## src/rtl/core/dbsf_pkg.sv

```systemverilog
// ----------------------------------------------------------------------------
// dbsf_pkg: shared types and constants of the diamond band sepia filter
// Widths, register map, quadrant codes, pipeline enables and tone constants.
// ----------------------------------------------------------------------------
`default_nettype none

package dbsf_pkg;

  // Field and datapath widths
  localparam int unsigned PIX_W      = 8;
  localparam int unsigned SIDE_W     = 14;
  localparam int unsigned CNT_W      = 13;
  localparam int unsigned PROD_W     = SIDE_W + CNT_W;
  localparam int unsigned AREA_W     = 2 * SIDE_W;
  localparam int unsigned CMP_W      = AREA_W + 4;
  localparam int unsigned NUM_CH     = 3;
  localparam int unsigned COEF_W     = 10;
  localparam int unsigned SUM_W      = 19;
  localparam int unsigned RECIP_W    = 18;
  localparam int unsigned DIV_SHIFT  = 27;

  // Configuration port
  localparam int unsigned CFG_ADDR_W  = 3;
  localparam int unsigned CFG_DATA_W  = 32;
  localparam int unsigned REG_IDX_BIT = 2;

  typedef enum logic {
    REG_WIDTH  = 1'b0,
    REG_HEIGHT = 1'b1
  } reg_idx_e;

  typedef logic [PIX_W-1:0]              pix_t;
  typedef logic [NUM_CH-1:0][PIX_W-1:0]  rgb_t;
  typedef logic [SIDE_W-1:0]             side_t;
  typedef logic [CNT_W-1:0]              cnt_t;
  typedef logic [PROD_W-1:0]             prod_t;
  typedef logic [AREA_W-1:0]             area_t;
  typedef logic signed [CMP_W-1:0]       cmp_t;
  typedef logic [SUM_W-1:0]              sum_t;
  typedef logic [2*RECIP_W-1:0]          recip_prod_t;

  // Channel order inside rgb_t and the coefficient rows
  localparam int unsigned CH_RED   = 0;
  localparam int unsigned CH_GREEN = 1;
  localparam int unsigned CH_BLUE  = 2;

  localparam side_t MAX_SIDE   = 14'd8192;
  localparam side_t WIDTH_RST  = 14'd640;
  localparam side_t HEIGHT_RST = 14'd480;

  // Sepia matrix in thousandths: row = output channel, column = input channel
  localparam logic [COEF_W-1:0] TONE_COEF [NUM_CH][NUM_CH] = '{
    '{10'd393, 10'd769, 10'd189},
    '{10'd349, 10'd686, 10'd168},
    '{10'd272, 10'd543, 10'd131}
  };

  // Divide by 1000: multiply by ceil(2^27 / 1000), exact below the saturation limit
  localparam logic [RECIP_W-1:0] RECIP     = 18'd134218;
  localparam sum_t               SAT_LIMIT = 19'd256000;
  localparam pix_t               PIX_MAX   = 8'd255;

  typedef enum logic [2:0] {
    QUAD_NONE,
    QUAD_LL,
    QUAD_LR,
    QUAD_UL,
    QUAD_UR
  } quad_e;

  typedef struct packed {
    side_t width;
    side_t height;
  } frame_size_t;

  // Load enables of the four pipeline stages
  typedef struct packed {
    logic s1;
    logic s2;
    logic s3;
    logic s4;
  } stage_en_t;

  // Clamp a programmed side to the range 1 .. MAX_SIDE
  function automatic side_t eff_side(side_t v);
    side_t r;
    if (v == '0) begin
      r = side_t'(1);
    end else if (v > MAX_SIDE) begin
      r = MAX_SIDE;
    end else begin
      r = v;
    end
    return r;
  endfunction

endpackage

`default_nettype wire

```

## src/rtl/core/dbsf_pix_if.sv

```systemverilog
// ----------------------------------------------------------------------------
// dbsf_pix_if: pixel input channel
// Valid/ready handshake carrying one RGB pixel per word.
// ----------------------------------------------------------------------------
`default_nettype none

interface dbsf_pix_if;
  logic                valid;
  logic                ready;
  dbsf_pkg::pix_t      pixel_red;
  dbsf_pkg::pix_t      pixel_green;
  dbsf_pkg::pix_t      pixel_blue;

  modport source (
    output valid, pixel_red, pixel_green, pixel_blue,
    input  ready
  );

  modport sink (
    input  valid, pixel_red, pixel_green, pixel_blue,
    output ready
  );
endinterface

`default_nettype wire

```

## src/rtl/core/dbsf_res_if.sv

```systemverilog
// ----------------------------------------------------------------------------
// dbsf_res_if: result channel
// Valid/ready handshake carrying the filtered pixel and its flags.
// ----------------------------------------------------------------------------
`default_nettype none

interface dbsf_res_if;
  logic                valid;
  logic                ready;
  dbsf_pkg::pix_t      out_red;
  dbsf_pkg::pix_t      out_green;
  dbsf_pkg::pix_t      out_blue;
  logic                toned;
  logic                end_of_frame;

  modport source (
    output valid, out_red, out_green, out_blue, toned, end_of_frame,
    input  ready
  );

  modport sink (
    input  valid, out_red, out_green, out_blue, toned, end_of_frame,
    output ready
  );
endinterface

`default_nettype wire

```

## src/rtl/core/dbsf_cfg_regs.sv

```systemverilog
// ----------------------------------------------------------------------------
// dbsf_cfg_regs: frame size registers
// APB-style write/read of image width and height; presents clamped sizes.
// ----------------------------------------------------------------------------
`default_nettype none

module dbsf_cfg_regs (
  input  logic                                 clk_i,
  input  logic                                 rst_ni,
  input  logic                                 psel,
  input  logic                                 penable,
  input  logic                                 pwrite,
  input  logic [dbsf_pkg::CFG_ADDR_W-1:0]      paddr,
  input  logic [dbsf_pkg::CFG_DATA_W-1:0]      pwdata,
  output logic [dbsf_pkg::CFG_DATA_W-1:0]      prdata,
  output logic                                 pready,
  output dbsf_pkg::frame_size_t                size_o
);

  dbsf_pkg::side_t    width_q;
  dbsf_pkg::side_t    height_q;
  dbsf_pkg::side_t    rd_val;
  dbsf_pkg::reg_idx_e reg_idx;
  logic               wr_en;

  assign pready  = 1'b1;
  assign wr_en   = psel && penable && pwrite;
  assign reg_idx = dbsf_pkg::reg_idx_e'(paddr[dbsf_pkg::REG_IDX_BIT]);

  // Write the addressed register in the access cycle
  always_ff @(posedge clk_i or negedge rst_ni) begin
    if (!rst_ni) begin
      width_q  <= dbsf_pkg::WIDTH_RST;
      height_q <= dbsf_pkg::HEIGHT_RST;
    end else if (wr_en) begin
      unique case (reg_idx)
        dbsf_pkg::REG_WIDTH:  width_q  <= pwdata[dbsf_pkg::SIDE_W-1:0];
        dbsf_pkg::REG_HEIGHT: height_q <= pwdata[dbsf_pkg::SIDE_W-1:0];
        default: ;
      endcase
    end
  end

  // Read back the programmed value
  always_comb begin
    unique case (reg_idx)
      dbsf_pkg::REG_WIDTH:  rd_val = width_q;
      dbsf_pkg::REG_HEIGHT: rd_val = height_q;
      default:              rd_val = '0;
    endcase
  end

  assign prdata = {{(dbsf_pkg::CFG_DATA_W - dbsf_pkg::SIDE_W){1'b0}}, rd_val};

  // Clamp to the usable range
  assign size_o.width  = dbsf_pkg::eff_side(width_q);
  assign size_o.height = dbsf_pkg::eff_side(height_q);

endmodule

`default_nettype wire

```

## src/rtl/core/dbsf_raster_cnt.sv

```systemverilog
// ----------------------------------------------------------------------------
// dbsf_raster_cnt: raster position counters
// Tracks column and row of the next pixel, wrapping at row and frame end.
// ----------------------------------------------------------------------------
`default_nettype none

module dbsf_raster_cnt (
  input  logic                   clk_i,
  input  logic                   rst_ni,
  input  logic                   acc_i,
  input  dbsf_pkg::frame_size_t  size_i,
  output dbsf_pkg::cnt_t         col_o,
  output dbsf_pkg::cnt_t         row_o,
  output logic                   eof_o
);

  dbsf_pkg::cnt_t col_q, col_d;
  dbsf_pkg::cnt_t row_q, row_d;
  logic           eol;

  // End of row / end of frame for the current position
  assign eol   = (dbsf_pkg::side_t'(col_q) + dbsf_pkg::side_t'(1)) >= size_i.width;
  assign eof_o = eol &&
                 ((dbsf_pkg::side_t'(row_q) + dbsf_pkg::side_t'(1)) >= size_i.height);

  // Advance on every accepted word
  always_comb begin
    col_d = col_q;
    row_d = row_q;
    if (acc_i) begin
      if (eol) begin
        col_d = '0;
        row_d = eof_o ? '0 : row_q + 1'b1;
      end else begin
        col_d = col_q + 1'b1;
      end
    end
  end

  always_ff @(posedge clk_i or negedge rst_ni) begin
    if (!rst_ni) begin
      col_q <= '0;
      row_q <= '0;
    end else begin
      col_q <= col_d;
      row_q <= row_d;
    end
  end

  assign col_o = col_q;
  assign row_o = row_q;

`ifndef SYNTH
  // Frame end returns to the origin
  a_eof_origin: assert property (@(posedge clk_i) disable iff (!rst_ni)
    (acc_i && eof_o) |=> (col_q == '0 && row_q == '0))
    else $error("raster counters not at origin after frame end");

  // Inside a row the column steps by one and the row holds
  a_col_step: assert property (@(posedge clk_i) disable iff (!rst_ni)
    (acc_i && !eol) |=> (col_q == $past(col_q) + 1'b1 && row_q == $past(row_q)))
    else $error("column did not step by one inside a row");
`endif

endmodule

`default_nettype wire

```

## src/rtl/core/dbsf_band_test.sv

```systemverilog
// ----------------------------------------------------------------------------
// dbsf_band_test: rhombus band membership
// Quadrant pick, cross products, then strict compare against band limits.
// ----------------------------------------------------------------------------
`default_nettype none

module dbsf_band_test (
  input  logic                   clk_i,
  input  dbsf_pkg::stage_en_t    en_i,
  input  dbsf_pkg::frame_size_t  size_i,
  input  dbsf_pkg::cnt_t         col_i,
  input  dbsf_pkg::cnt_t         row_i,
  output logic                   hit_o
);

  // Stage 1: position and frame size of the word
  dbsf_pkg::side_t  w_q, h_q;
  dbsf_pkg::cnt_t   x_q, y_q;
  dbsf_pkg::cnt_t   hw, hh;
  dbsf_pkg::quad_e  quad_d;

  // Stage 2: products
  dbsf_pkg::prod_t  wy_q, hx_q;
  dbsf_pkg::area_t  wh_q;
  dbsf_pkg::quad_e  quad_q;

  // Stage 3: band value and limits
  dbsf_pkg::cmp_t   wy_s, hx_s, wh1, wh2, wh3, wh6, wh7;
  dbsf_pkg::cmp_t   s_d, lo_d, hi_d;
  dbsf_pkg::cmp_t   s_q, lo_q, hi_q;
  logic             inq_q;

  always_ff @(posedge clk_i) begin
    if (en_i.s1) begin
      w_q <= size_i.width;
      h_q <= size_i.height;
      x_q <= col_i;
      y_q <= row_i;
    end
  end

  // Pick the quadrant; the halving lines belong to none
  assign hw = w_q[dbsf_pkg::SIDE_W-1:1];
  assign hh = h_q[dbsf_pkg::SIDE_W-1:1];

  always_comb begin
    if (x_q < hw && y_q < hh) begin
      quad_d = dbsf_pkg::QUAD_LL;
    end else if (x_q > hw && y_q < hh) begin
      quad_d = dbsf_pkg::QUAD_LR;
    end else if (x_q < hw && y_q > hh) begin
      quad_d = dbsf_pkg::QUAD_UL;
    end else if (x_q > hw && y_q > hh) begin
      quad_d = dbsf_pkg::QUAD_UR;
    end else begin
      quad_d = dbsf_pkg::QUAD_NONE;
    end
  end

  always_ff @(posedge clk_i) begin
    if (en_i.s2) begin
      wy_q   <= dbsf_pkg::prod_t'(w_q) * dbsf_pkg::prod_t'(y_q);
      hx_q   <= dbsf_pkg::prod_t'(h_q) * dbsf_pkg::prod_t'(x_q);
      wh_q   <= dbsf_pkg::area_t'(w_q) * dbsf_pkg::area_t'(h_q);
      quad_q <= quad_d;
    end
  end

  // Form the scaled band value and the two limits of the quadrant
  assign wy_s = dbsf_pkg::cmp_t'(wy_q);
  assign hx_s = dbsf_pkg::cmp_t'(hx_q);
  assign wh1  = dbsf_pkg::cmp_t'(wh_q);
  assign wh2  = wh1 <<< 1;
  assign wh3  = wh1 + wh2;
  assign wh6  = wh3 <<< 1;
  assign wh7  = (wh1 <<< 3) - wh1;

  always_comb begin
    s_d  = '0;
    lo_d = '0;
    hi_d = '0;
    case (quad_q)
      dbsf_pkg::QUAD_LL: begin
        s_d  = (wy_s + hx_s) <<< 2;
        lo_d = wh1;
        hi_d = wh2;
      end
      dbsf_pkg::QUAD_LR: begin
        s_d  = (hx_s - wy_s) <<< 2;
        lo_d = wh2;
        hi_d = wh3;
      end
      dbsf_pkg::QUAD_UL: begin
        s_d  = (wy_s - hx_s) <<< 2;
        lo_d = wh2;
        hi_d = wh3;
      end
      dbsf_pkg::QUAD_UR: begin
        s_d  = (wy_s + hx_s) <<< 2;
        lo_d = wh6;
        hi_d = wh7;
      end
      default: ;
    endcase
  end

  always_ff @(posedge clk_i) begin
    if (en_i.s3) begin
      s_q   <= s_d;
      lo_q  <= lo_d;
      hi_q  <= hi_d;
      inq_q <= (quad_q != dbsf_pkg::QUAD_NONE);
    end
  end

  // Strictly between the two diagonals
  assign hit_o = inq_q && (s_q > lo_q) && (s_q < hi_q);

endmodule

`default_nettype wire

```

## src/rtl/core/dbsf_tone.sv

```systemverilog
// ----------------------------------------------------------------------------
// dbsf_tone: sepia colour matrix
// Matrix sums, divide by 1000 via reciprocal, saturate, then pick toned/raw.
// ----------------------------------------------------------------------------
`default_nettype none

module dbsf_tone (
  input  logic                 clk_i,
  input  dbsf_pkg::stage_en_t  en_i,
  input  dbsf_pkg::rgb_t       pix_i,
  input  logic                 hit_i,
  output dbsf_pkg::rgb_t       pix_o
);

  dbsf_pkg::rgb_t         pix1_q, pix2_q, pix3_q;
  dbsf_pkg::sum_t         sum_d [dbsf_pkg::NUM_CH];
  dbsf_pkg::sum_t         sum_q [dbsf_pkg::NUM_CH];
  dbsf_pkg::recip_prod_t  prod  [dbsf_pkg::NUM_CH];
  dbsf_pkg::rgb_t         quo_d, quo_q;

  // Stage 1: hold the raw pixel
  always_ff @(posedge clk_i) begin
    if (en_i.s1) begin
      pix1_q <= pix_i;
    end
  end

  for (genvar c = 0; c < dbsf_pkg::NUM_CH; c++) begin : g_chan
    // Weighted sum in thousandths
    assign sum_d[c] =
      dbsf_pkg::sum_t'(dbsf_pkg::TONE_COEF[c][dbsf_pkg::CH_RED])
        * dbsf_pkg::sum_t'(pix1_q[dbsf_pkg::CH_RED]) +
      dbsf_pkg::sum_t'(dbsf_pkg::TONE_COEF[c][dbsf_pkg::CH_GREEN])
        * dbsf_pkg::sum_t'(pix1_q[dbsf_pkg::CH_GREEN]) +
      dbsf_pkg::sum_t'(dbsf_pkg::TONE_COEF[c][dbsf_pkg::CH_BLUE])
        * dbsf_pkg::sum_t'(pix1_q[dbsf_pkg::CH_BLUE]);

    // Truncating divide by 1000, clamp at full scale
    assign prod[c] = dbsf_pkg::recip_prod_t'(sum_q[c][dbsf_pkg::RECIP_W-1:0])
                     * dbsf_pkg::recip_prod_t'(dbsf_pkg::RECIP);
    assign quo_d[c] = (sum_q[c] >= dbsf_pkg::SAT_LIMIT) ? dbsf_pkg::PIX_MAX
                                                       : prod[c][dbsf_pkg::DIV_SHIFT +:
                                                                 dbsf_pkg::PIX_W];

    always_ff @(posedge clk_i) begin
      if (en_i.s2) begin
        sum_q[c] <= sum_d[c];
      end
    end
  end

  always_ff @(posedge clk_i) begin
    if (en_i.s2) begin
      pix2_q <= pix1_q;
    end
    if (en_i.s3) begin
      pix3_q <= pix2_q;
      quo_q  <= quo_d;
    end
  end

  // Toned inside the band, unchanged elsewhere
  assign pix_o = hit_i ? quo_q : pix3_q;

endmodule

`default_nettype wire

```

## src/rtl/core/diamond_band_sepia_filter.sv

```systemverilog
// Path: an accepted word passes the input register, product stage, band/divide
//   stage and result register in that order before it shows on res_o.
// Throughput: one pixel per cycle; each stage refills as soon as it empties, so
//   input is taken while a result waits, and stops only when all four stages hold.
// Reset: asynchronous, active low; clears stage valids and raster position and
//   loads width 640 and height 480.
// ----------------------------------------------------------------------------
// diamond_band_sepia_filter: sepia toning inside a rhombus band
// Counts raster position, tests band membership and tones the pixel.
// ----------------------------------------------------------------------------
`default_nettype none

module diamond_band_sepia_filter (
  input  logic                                 clk_i,
  input  logic                                 rst_ni,
  dbsf_pix_if.sink                             pix_i,
  dbsf_res_if.source                           res_o,
  input  logic                                 psel,
  input  logic                                 penable,
  input  logic                                 pwrite,
  input  logic [dbsf_pkg::CFG_ADDR_W-1:0]      paddr,
  input  logic [dbsf_pkg::CFG_DATA_W-1:0]      pwdata,
  output logic [dbsf_pkg::CFG_DATA_W-1:0]      prdata,
  output logic                                 pready
);

  dbsf_pkg::frame_size_t size;
  dbsf_pkg::stage_en_t   en;
  dbsf_pkg::cnt_t        col, row;
  dbsf_pkg::rgb_t        pix_in, pix_res, out_rgb_q;
  logic                  eof;
  logic                  hit;
  logic                  acc;
  logic                  v1_q, v2_q, v3_q, out_v_q;
  logic                  rdy1, rdy2, rdy3, rdy4;
  logic                  eof1_q, eof2_q, eof3_q;
  logic                  toned_q, eof_out_q;

  // Frame size registers
  dbsf_cfg_regs u_cfg (
    .clk_i   (clk_i),
    .rst_ni  (rst_ni),
    .psel    (psel),
    .penable (penable),
    .pwrite  (pwrite),
    .paddr   (paddr),
    .pwdata  (pwdata),
    .prdata  (prdata),
    .pready  (pready),
    .size_o  (size)
  );

  // Stage handshake: a stage loads when it is empty or its word moves on
  assign rdy4 = !out_v_q || res_o.ready;
  assign rdy3 = !v3_q || rdy4;
  assign rdy2 = !v2_q || rdy3;
  assign rdy1 = !v1_q || rdy2;

  assign pix_i.ready = rdy1;
  assign acc         = pix_i.valid && rdy1;

  assign en.s1 = acc;
  assign en.s2 = v1_q && rdy2;
  assign en.s3 = v2_q && rdy3;
  assign en.s4 = v3_q && rdy4;

  always_ff @(posedge clk_i or negedge rst_ni) begin
    if (!rst_ni) begin
      v1_q    <= 1'b0;
      v2_q    <= 1'b0;
      v3_q    <= 1'b0;
      out_v_q <= 1'b0;
    end else begin
      if (rdy1) v1_q    <= pix_i.valid;
      if (rdy2) v2_q    <= v1_q;
      if (rdy3) v3_q    <= v2_q;
      if (rdy4) out_v_q <= v3_q;
    end
  end

  // Raster position of the incoming word
  dbsf_raster_cnt u_raster (
    .clk_i  (clk_i),
    .rst_ni (rst_ni),
    .acc_i  (acc),
    .size_i (size),
    .col_o  (col),
    .row_o  (row),
    .eof_o  (eof)
  );

  dbsf_band_test u_band (
    .clk_i  (clk_i),
    .en_i   (en),
    .size_i (size),
    .col_i  (col),
    .row_i  (row),
    .hit_o  (hit)
  );

  assign pix_in[dbsf_pkg::CH_RED]   = pix_i.pixel_red;
  assign pix_in[dbsf_pkg::CH_GREEN] = pix_i.pixel_green;
  assign pix_in[dbsf_pkg::CH_BLUE]  = pix_i.pixel_blue;

  dbsf_tone u_tone (
    .clk_i (clk_i),
    .en_i  (en),
    .pix_i (pix_in),
    .hit_i (hit),
    .pix_o (pix_res)
  );

  // Carry the frame-end flag alongside the pixel, then register the result
  always_ff @(posedge clk_i) begin
    if (en.s1) eof1_q <= eof;
    if (en.s2) eof2_q <= eof1_q;
    if (en.s3) eof3_q <= eof2_q;
    if (en.s4) begin
      out_rgb_q <= pix_res;
      toned_q   <= hit;
      eof_out_q <= eof3_q;
    end
  end

  assign res_o.valid        = out_v_q;
  assign res_o.out_red      = out_rgb_q[dbsf_pkg::CH_RED];
  assign res_o.out_green    = out_rgb_q[dbsf_pkg::CH_GREEN];
  assign res_o.out_blue     = out_rgb_q[dbsf_pkg::CH_BLUE];
  assign res_o.toned        = toned_q;
  assign res_o.end_of_frame = eof_out_q;

`ifndef SYNTH
  // Input is refused only when every stage holds a word
  a_full_stall: assert property (@(posedge clk_i) disable iff (!rst_ni)
    !pix_i.ready |-> (v1_q && v2_q && v3_q && out_v_q))
    else $error("input refused with a free pipeline stage");

  // A word in the last inner stage with a free result register lands there
  a_drain: assert property (@(posedge clk_i) disable iff (!rst_ni)
    (v3_q && (!res_o.valid || res_o.ready)) |=> res_o.valid)
    else $error("word lost between band stage and result register");
`endif

endmodule

`default_nettype wire
```

## src/flat_wrapper.sv

```systemverilog
// flat-port wrapper written by rule: the top's interface ports become plain ports
module diamond_band_sepia_filter_flat 
  (clk_i, rst_ni, psel, penable, pwrite, paddr, pwdata, prdata, pready, pix_i_valid, pix_i_pixel_red, pix_i_pixel_green, pix_i_pixel_blue, pix_i_ready, res_o_valid, res_o_out_red, res_o_out_green, res_o_out_blue, res_o_toned, res_o_end_of_frame, res_o_ready);
  dbsf_pix_if pix_i_i ();
  dbsf_res_if res_o_i ();
  input  logic clk_i;
  input  logic rst_ni;
  input  logic psel;
  input  logic penable;
  input  logic pwrite;
  input  logic [dbsf_pkg::CFG_ADDR_W-1:0] paddr;
  input  logic [dbsf_pkg::CFG_DATA_W-1:0] pwdata;
  output logic [dbsf_pkg::CFG_DATA_W-1:0] prdata;
  output logic pready;
  input wire logic [$bits(pix_i_i.valid)-1:0] pix_i_valid;
  input wire logic [$bits(pix_i_i.pixel_red)-1:0] pix_i_pixel_red;
  input wire logic [$bits(pix_i_i.pixel_green)-1:0] pix_i_pixel_green;
  input wire logic [$bits(pix_i_i.pixel_blue)-1:0] pix_i_pixel_blue;
  output wire logic [$bits(pix_i_i.ready)-1:0] pix_i_ready;
  output wire logic [$bits(res_o_i.valid)-1:0] res_o_valid;
  output wire logic [$bits(res_o_i.out_red)-1:0] res_o_out_red;
  output wire logic [$bits(res_o_i.out_green)-1:0] res_o_out_green;
  output wire logic [$bits(res_o_i.out_blue)-1:0] res_o_out_blue;
  output wire logic [$bits(res_o_i.toned)-1:0] res_o_toned;
  output wire logic [$bits(res_o_i.end_of_frame)-1:0] res_o_end_of_frame;
  input wire logic [$bits(res_o_i.ready)-1:0] res_o_ready;
  assign pix_i_i.valid = pix_i_valid;
  assign pix_i_i.pixel_red = pix_i_pixel_red;
  assign pix_i_i.pixel_green = pix_i_pixel_green;
  assign pix_i_i.pixel_blue = pix_i_pixel_blue;
  assign pix_i_ready = pix_i_i.ready;
  assign res_o_valid = res_o_i.valid;
  assign res_o_out_red = res_o_i.out_red;
  assign res_o_out_green = res_o_i.out_green;
  assign res_o_out_blue = res_o_i.out_blue;
  assign res_o_toned = res_o_i.toned;
  assign res_o_end_of_frame = res_o_i.end_of_frame;
  assign res_o_i.ready = res_o_ready;
  diamond_band_sepia_filter u_core (.clk_i(clk_i), .rst_ni(rst_ni), .pix_i(pix_i_i), .res_o(res_o_i), .psel(psel), .penable(penable), .pwrite(pwrite), .paddr(paddr), .pwdata(pwdata), .prdata(prdata), .pready(pready));
endmodule
```

## config.mk

```make
export PLATFORM = sky130hd
export DESIGN_NAME = diamond_band_sepia_filter_flat
export DESIGN_NICKNAME = d
export VERILOG_FILES = /design/src/rtl/core/dbsf_pkg.sv /design/src/rtl/core/dbsf_pix_if.sv /design/src/rtl/core/dbsf_res_if.sv /design/src/rtl/core/dbsf_cfg_regs.sv /design/src/rtl/core/dbsf_raster_cnt.sv /design/src/rtl/core/dbsf_band_test.sv /design/src/rtl/core/dbsf_tone.sv /design/src/rtl/core/diamond_band_sepia_filter.sv /design/src/flat_wrapper.sv
export SDC_FILE = /design/constraint.sdc
export NUM_CORES = 2
export LEC_CHECK = 0
export ABC_AREA = 1
export CAP_MARGIN = 20
export CORE_MARGIN = 4
export CORE_UTILIZATION = 51
export CTS_CLUSTER_SIZE = 16
export DETAILED_ROUTE_END_ITERATION = 10
export DONT_BUFFER_PORTS = 1
export PLACE_DENSITY = 0.64
export SLEW_MARGIN = 20
export SYNTH_ARGS = -nofsm -noshare
export SYNTH_HDL_FRONTEND = slang
export SYNTH_HIERARCHICAL = 1
export SYNTH_SLANG_ARGS = --single-unit
```

## constraint.sdc

```tcl
create_clock -name clk_i -period 20 [get_ports clk_i]
set_clock_uncertainty 0.1 [all_clocks]
set_input_delay 4 -clock clk_i [delete_from_list [all_inputs] [get_ports clk_i]]
set_output_delay 4 -clock clk_i [all_outputs]
set_load 0.05 [all_outputs]
```

# == After elaboration in Yosys (flattened, before gate mapping) ==
# Memory sizes are Yosys's and may differ from the RTL's.
# Cells that the tools add are included.
# word_totals
n_memories,1
elab_cells,136
inputBits,66
output_inout_bits,61
reg_bits,419
mem_bits_rw,57
# mem_list
name,depth,width,rd,rd_ports_with_merged_regs,write_ports,line,source
u_core.u_tone.sum_q,3,19,3,0,3,dbsf_tone.sv:17,dbsf_pkg::sum_t sum_q [dbsf_pkg::NUM_CH];
# op_classes
n_eq_ne,4
mul,15
magnitude_cmp,13
mux,16
n_bitwise,1
n_addsub,15
reduce_logical,30
# ops
operator,count
$pmux 32 s3,2
$mul 18x17->34 const B,3
$pmux 31 s3,1
$add 17x18->19,3
$add 19x16->19,3
$ge 19x18->1 const B,3
$mux 14,4
$sub 27x27->28,2
$mul 14x13->27,2
$mul 9x8->17 const A,3
$mul 10x8->18 const A,2
$gt 32x32->1,1
$lt 32x32->1,1
$mul 8x8->16 const A,2
$sub 31x28->32,1
$add 28x29->30,1
$add 13x1->14 const B,2
$add 27x27->28,1
$ge 14x14->1,2
$gt 14x14->1 const B,2
$logic_not 14->1,2
$mul 14x14->28,1
$pmux 14 s2,1
$add 13x1->13 const B,2
other kinds (19),47

# == Logic depth before layout (Yosys ltp) ==
# depth
word_depth,7
depth_mapped,30
depth_no_buf,30

# == Hierarchy ==
# Netlist, hierarchy kept.
# by_module_without_submodules
mod,area_each_um2,instances,seq_area_each_um2,cells_per_inst
dbsf_band_test,39286.4,1,6966.7,5457
dbsf_tone,29368.2,1,4564.4,3284
dbsf_raster_cnt,2431.1,1,650.6,352
dbsf_cfg_regs,1806.7,1,708.2,251
diamond_band_sepia_filter,1054.8,1,970.9,53

# == Worst setup path after synthesis ==
# No wires, ideal clock.
# synth_timing
path_kind,input to output
startpoint,in paddr[2] in the netlist's numbering
endpoint,out prdata[10] in the netlist's numbering
arrival_ns,5.406
path_slack_ns,10.494
stages,3
n_path_buf,2
required_time_ns,15.900
path_cell_list,buf_2 -> buf_2 -> o21ai_0
# synth_via
elab_chain_cells,2
# synth_lines
item,line,source
start: declaration,flat_wrapper.sv:11,input logic [dbsf_pkg::CFG_ADDR_W-1:0] paddr;
$not 1->1,--,
$pmux 14 s2 (*),dbsf_cfg_regs.sv:46,unique case (reg_idx)
end: declaration,flat_wrapper.sv:13,output logic [dbsf_pkg::CFG_DATA_W-1:0] prdata;
# Every way passes the cells marked *; elsewhere a longest branch is shown, timed or not.

# == Worst setup path after layout ==
# layout_timing
startpoint,in paddr[2] in the netlist's numbering
endpoint,out prdata[3] in the netlist's numbering
# Same word-level chain as after synthesis.

==> results.cfg <==
[synth]
synth_area_leaders = ha_1 (21%), fa_1 (20%), edfxtp_1 (17%), inv_1 (12%), nand2_1 (12%)
ys_seq_area_share_pct = 18.7
synth_top_area_share_pct = 20.9
synth_edf_count = 413
syn_inst = 9397
ys_warn_count = 6
synthArstFlopShare_pct = 12.3
yosysTopAreaCell = ha_1
syn_area_per_cell_sq_um = 7.87
ys.flop_type = edfxtp_1
synth-seq-cells = 471
synth.cell_area_sq_um = 73900
ys_types = 62

[clock_tree]
cts_buffers = 55
cts.htree.levels = 2
cts_setup_buffers = 0
cts_sinks = 471
cts_root_buf = clkbuf_16
clockBufferDepth = 3
hold_buffers = 0
cts_resized = 0
cts.reportedPaths.clkPinSlew_ns = 0.06
cts_tree = built
clk_latency_ns = 0.66

[global_route]
first_global_vias = 58800
overflow = 0
grt_pass1_wl_um = 315000
antenna_found_initial = 4
track_usage_pct = 26.0
grt_max_degree = 95

[cells_and_area]
nets = 11400
syn_to_final_growth_pct = 5.35
fillers = 13600
layout_common_cells = inv_1 (2,319), nand2_1 (2,279), ha_1 (1,237)
layout-drive-gt1-share_pct = 2.82
final_common_cell = inv_1

[floorplanning]
row_count = 139
start_util_pct = 51.4
die_area_sq_um = 151000
die_x_um = 389
fp.dieH_um = 389
core-area_sq_um = 144000
ioPinCount = 127

[detailed_routing]
detail_route.vias_per_cell = 5.22
routed_wl_um = 195000
highest_layer = met5
final_antenna_net_count = 0
dr_total_vias = 58900
wire_per_inst_um = 17.3
dr_wl_met3_um = 11200
met2WireLength_um = 86800
wl_met1_um = 91600
drtPass1Iterations = 7
dr.first_iter.drc_count = 4053
remaining_drc_errors = 0

[setup_path]
critPathMaxFanout = 30
path_buf_inv = 0
start_kind = primary input
slowest_delay_ns = 0.75
cp_slowest_cell = o21ai_1
cp_top_family = compound AO/OA/AOI/OAI gates
arrival_ns = 4.75
crit_chain = o21ai_1
worstPathRequired_ns = 15.90
critPathKind = primary input to primary output
cp-end-kind = primary output

[place]
dp_hpwl_um = 159000
port_buffers = 0
place.gp.congestion = 0.958

[sta]
drv_slew = 0
worstMarginPinSlew_ns = 1.10
post-route-period-util_pct = 44.3
fin_crit_ns = 8.85
relSlewSlack_pct = 26.4
fmax_mhz = 113
setup_tns_ns = 0
report.final.setup_viol = 0
final_hold_viol_count = 0
rsz0062_at_grt = false

[job]
maxCapViolations = 0

[status]
status = complete, no violations

[hold_path]
hold_class = flip-flop to flip-flop
## routing by layer
layer,vias up,GRT usage [%]
met3,285,2.84
met5,-,0
met4,4,6.63
met1,28000,37.6
met2,1653,42.0
li1,28900,-
## final cells by class
cell class / count / area, sq um / share of cell area, %
Clock inverter: 44 / 608 / 0.781
Antenna cell: 2 / 5.00 / 0.00642
Timing Repair Buffer: 51 / 383 / 0.491
Inverter: 2330 / 8760 / 11.2
Tap cell: 1903 / 2380 / 3.06
Clock buffer: 58 / 1390 / 1.78
Multi-Input combinational cell: 6416 / 50500 / 64.9
Sequential cell: 471 / 13900 / 17.8
## worst register-to-register path, delay by kind of cell (launching register included)
family	cells	cell delay, ns
adder cells (fa/ha/maj)	11	4.83
AO/OA/AOI/OAI	7	1.16
flip-flops	1	0.36
buffers and inverters	5	0.56
XOR/XNOR	2	0.32
## per-stage QoR
stage | utilization (%) | instance area [sq um] | hold slack [ns] | instances | setup slack, ns
3_3_place_gp | 52.8 | 75900 | 0.302 | 11200 | 11.16
6_report | 54.2 | 77900 | 0.318 | 11300 | 11.15
3_5_place_dp | 52.8 | 75900 | 0.305 | 11200 | 11.15
4_1_cts | 54.2 | 77900 | 0.319 | 11300 | 11.15
5_1_grt | 54.2 | 77900 | 0.331 | 11300 | 11.13
2_1_floorplan | - | 74000 | 0.300 | 9414 | 10.49
## cells in the mapped netlist (15+ instances only)
| cell type | n |
|---|---|
| clkbuf_1 | 104 |
| nor3_1 | 50 |
| o21bai_1 | 51 |
| xnor2_1 | 36 |
| o21ai_0 | 226 |
| xor2_1 | 121 |
| mux2_2 | 24 |
| buf_1 | 27 |
| a21oi_1 | 395 |
| o211ai_1 | 27 |
| nand3b_1 | 26 |
| dfrtp_1 | 52 |
| buf_2 | 38 |
| fa_1 | 730 |
| buf_4 | 25 |
| nor2_2 | 15 |
| ha_1 | 1237 |
| edfxtp_1 | 413 |
| a21o_1 | 17 |
| nand3_1 | 442 |
| nor2_1 | 473 |
| nand4_1 | 84 |
| inv_1 | 2321 |
| nand2_1 | 2279 |
## registers in the layout (all words and copies together) (netlist names), 3 cells and up
name and cells:
u_core/u_tone/pix1_q 24, u_core/u_cfg/width_q 14, u_core/u_cfg/height_q 14, u_core/res_o.out_green 8, u_core/u_tone/quo_q 24, u_core/u_band/w_q 14, u_core/u_band/hx_q 27, u_core/u_raster/col_o 13
u_core/u_tone/pix3_q 24, u_core/u_band/y_q 13, u_core/res_o.out_blue 8, u_core/u_raster/row_o 13, u_core/u_tone/pix2_q 24, u_core/u_band/quad_q 3, u_core/u_band/wh_q 28, u_core/res_o.out_red 8
u_core/u_band/wy_q 27, u_core/u_tone/sum_q 56, u_core/u_band/hi_q 32, u_core/u_band/h_q 14, u_core/u_band/s_q 29, u_core/u_band/x_q 13, u_core/u_band/lo_q 31
## kinds of logic (layout without fill, tap and decap cells)
| kind of cell | after synthesis | in the layout | share of synthesized area, % |
|---|---|---|---|
| flops | 471 | 471 | 18.7 |
| buf+inv | 2527 | 2483 | 13.0 |
| compound gates | 808 | 808 | 6.12 |
| mux | 24 | 24 | 0.365 |
| fa+ha+maj | 1967 | 1967 | 40.7 |
| simple gates | 3439 | 3439 | 19.1 |
| other cells | 2 | 21 | 0.0102 |
| xor+xnor | 159 | 159 | 1.90 |
## worst paths after layout
kind / cells after the start / from / to / slack (ns)
hold reg to reg: 0 / u_core/u_tone/pix2_q[18] / u_core/u_tone/pix3_q[18] / 0.32
setup reg to reg: 25 / u_core/u_tone/pix1_q[13] / u_core/u_tone/sum_q[0][36] / 12.40
min in group asynchronous: 0 / rst_ni / u_core/u_cfg/width_q[3] / 2.93
setup / recovery: 1 / paddr[2] / prdata[3] / 11.15
max in group asynchronous: 0 / rst_ni / u_core/u_cfg/width_q[9] / 16.68
hold / removal: 0 / u_core/u_tone/pix2_q[18] / u_core/u_tone/pix3_q[18] / 0.32
Power is not shown: default switching activity piles up to over one toggle a cycle in this logic, so the estimate is an artifact.
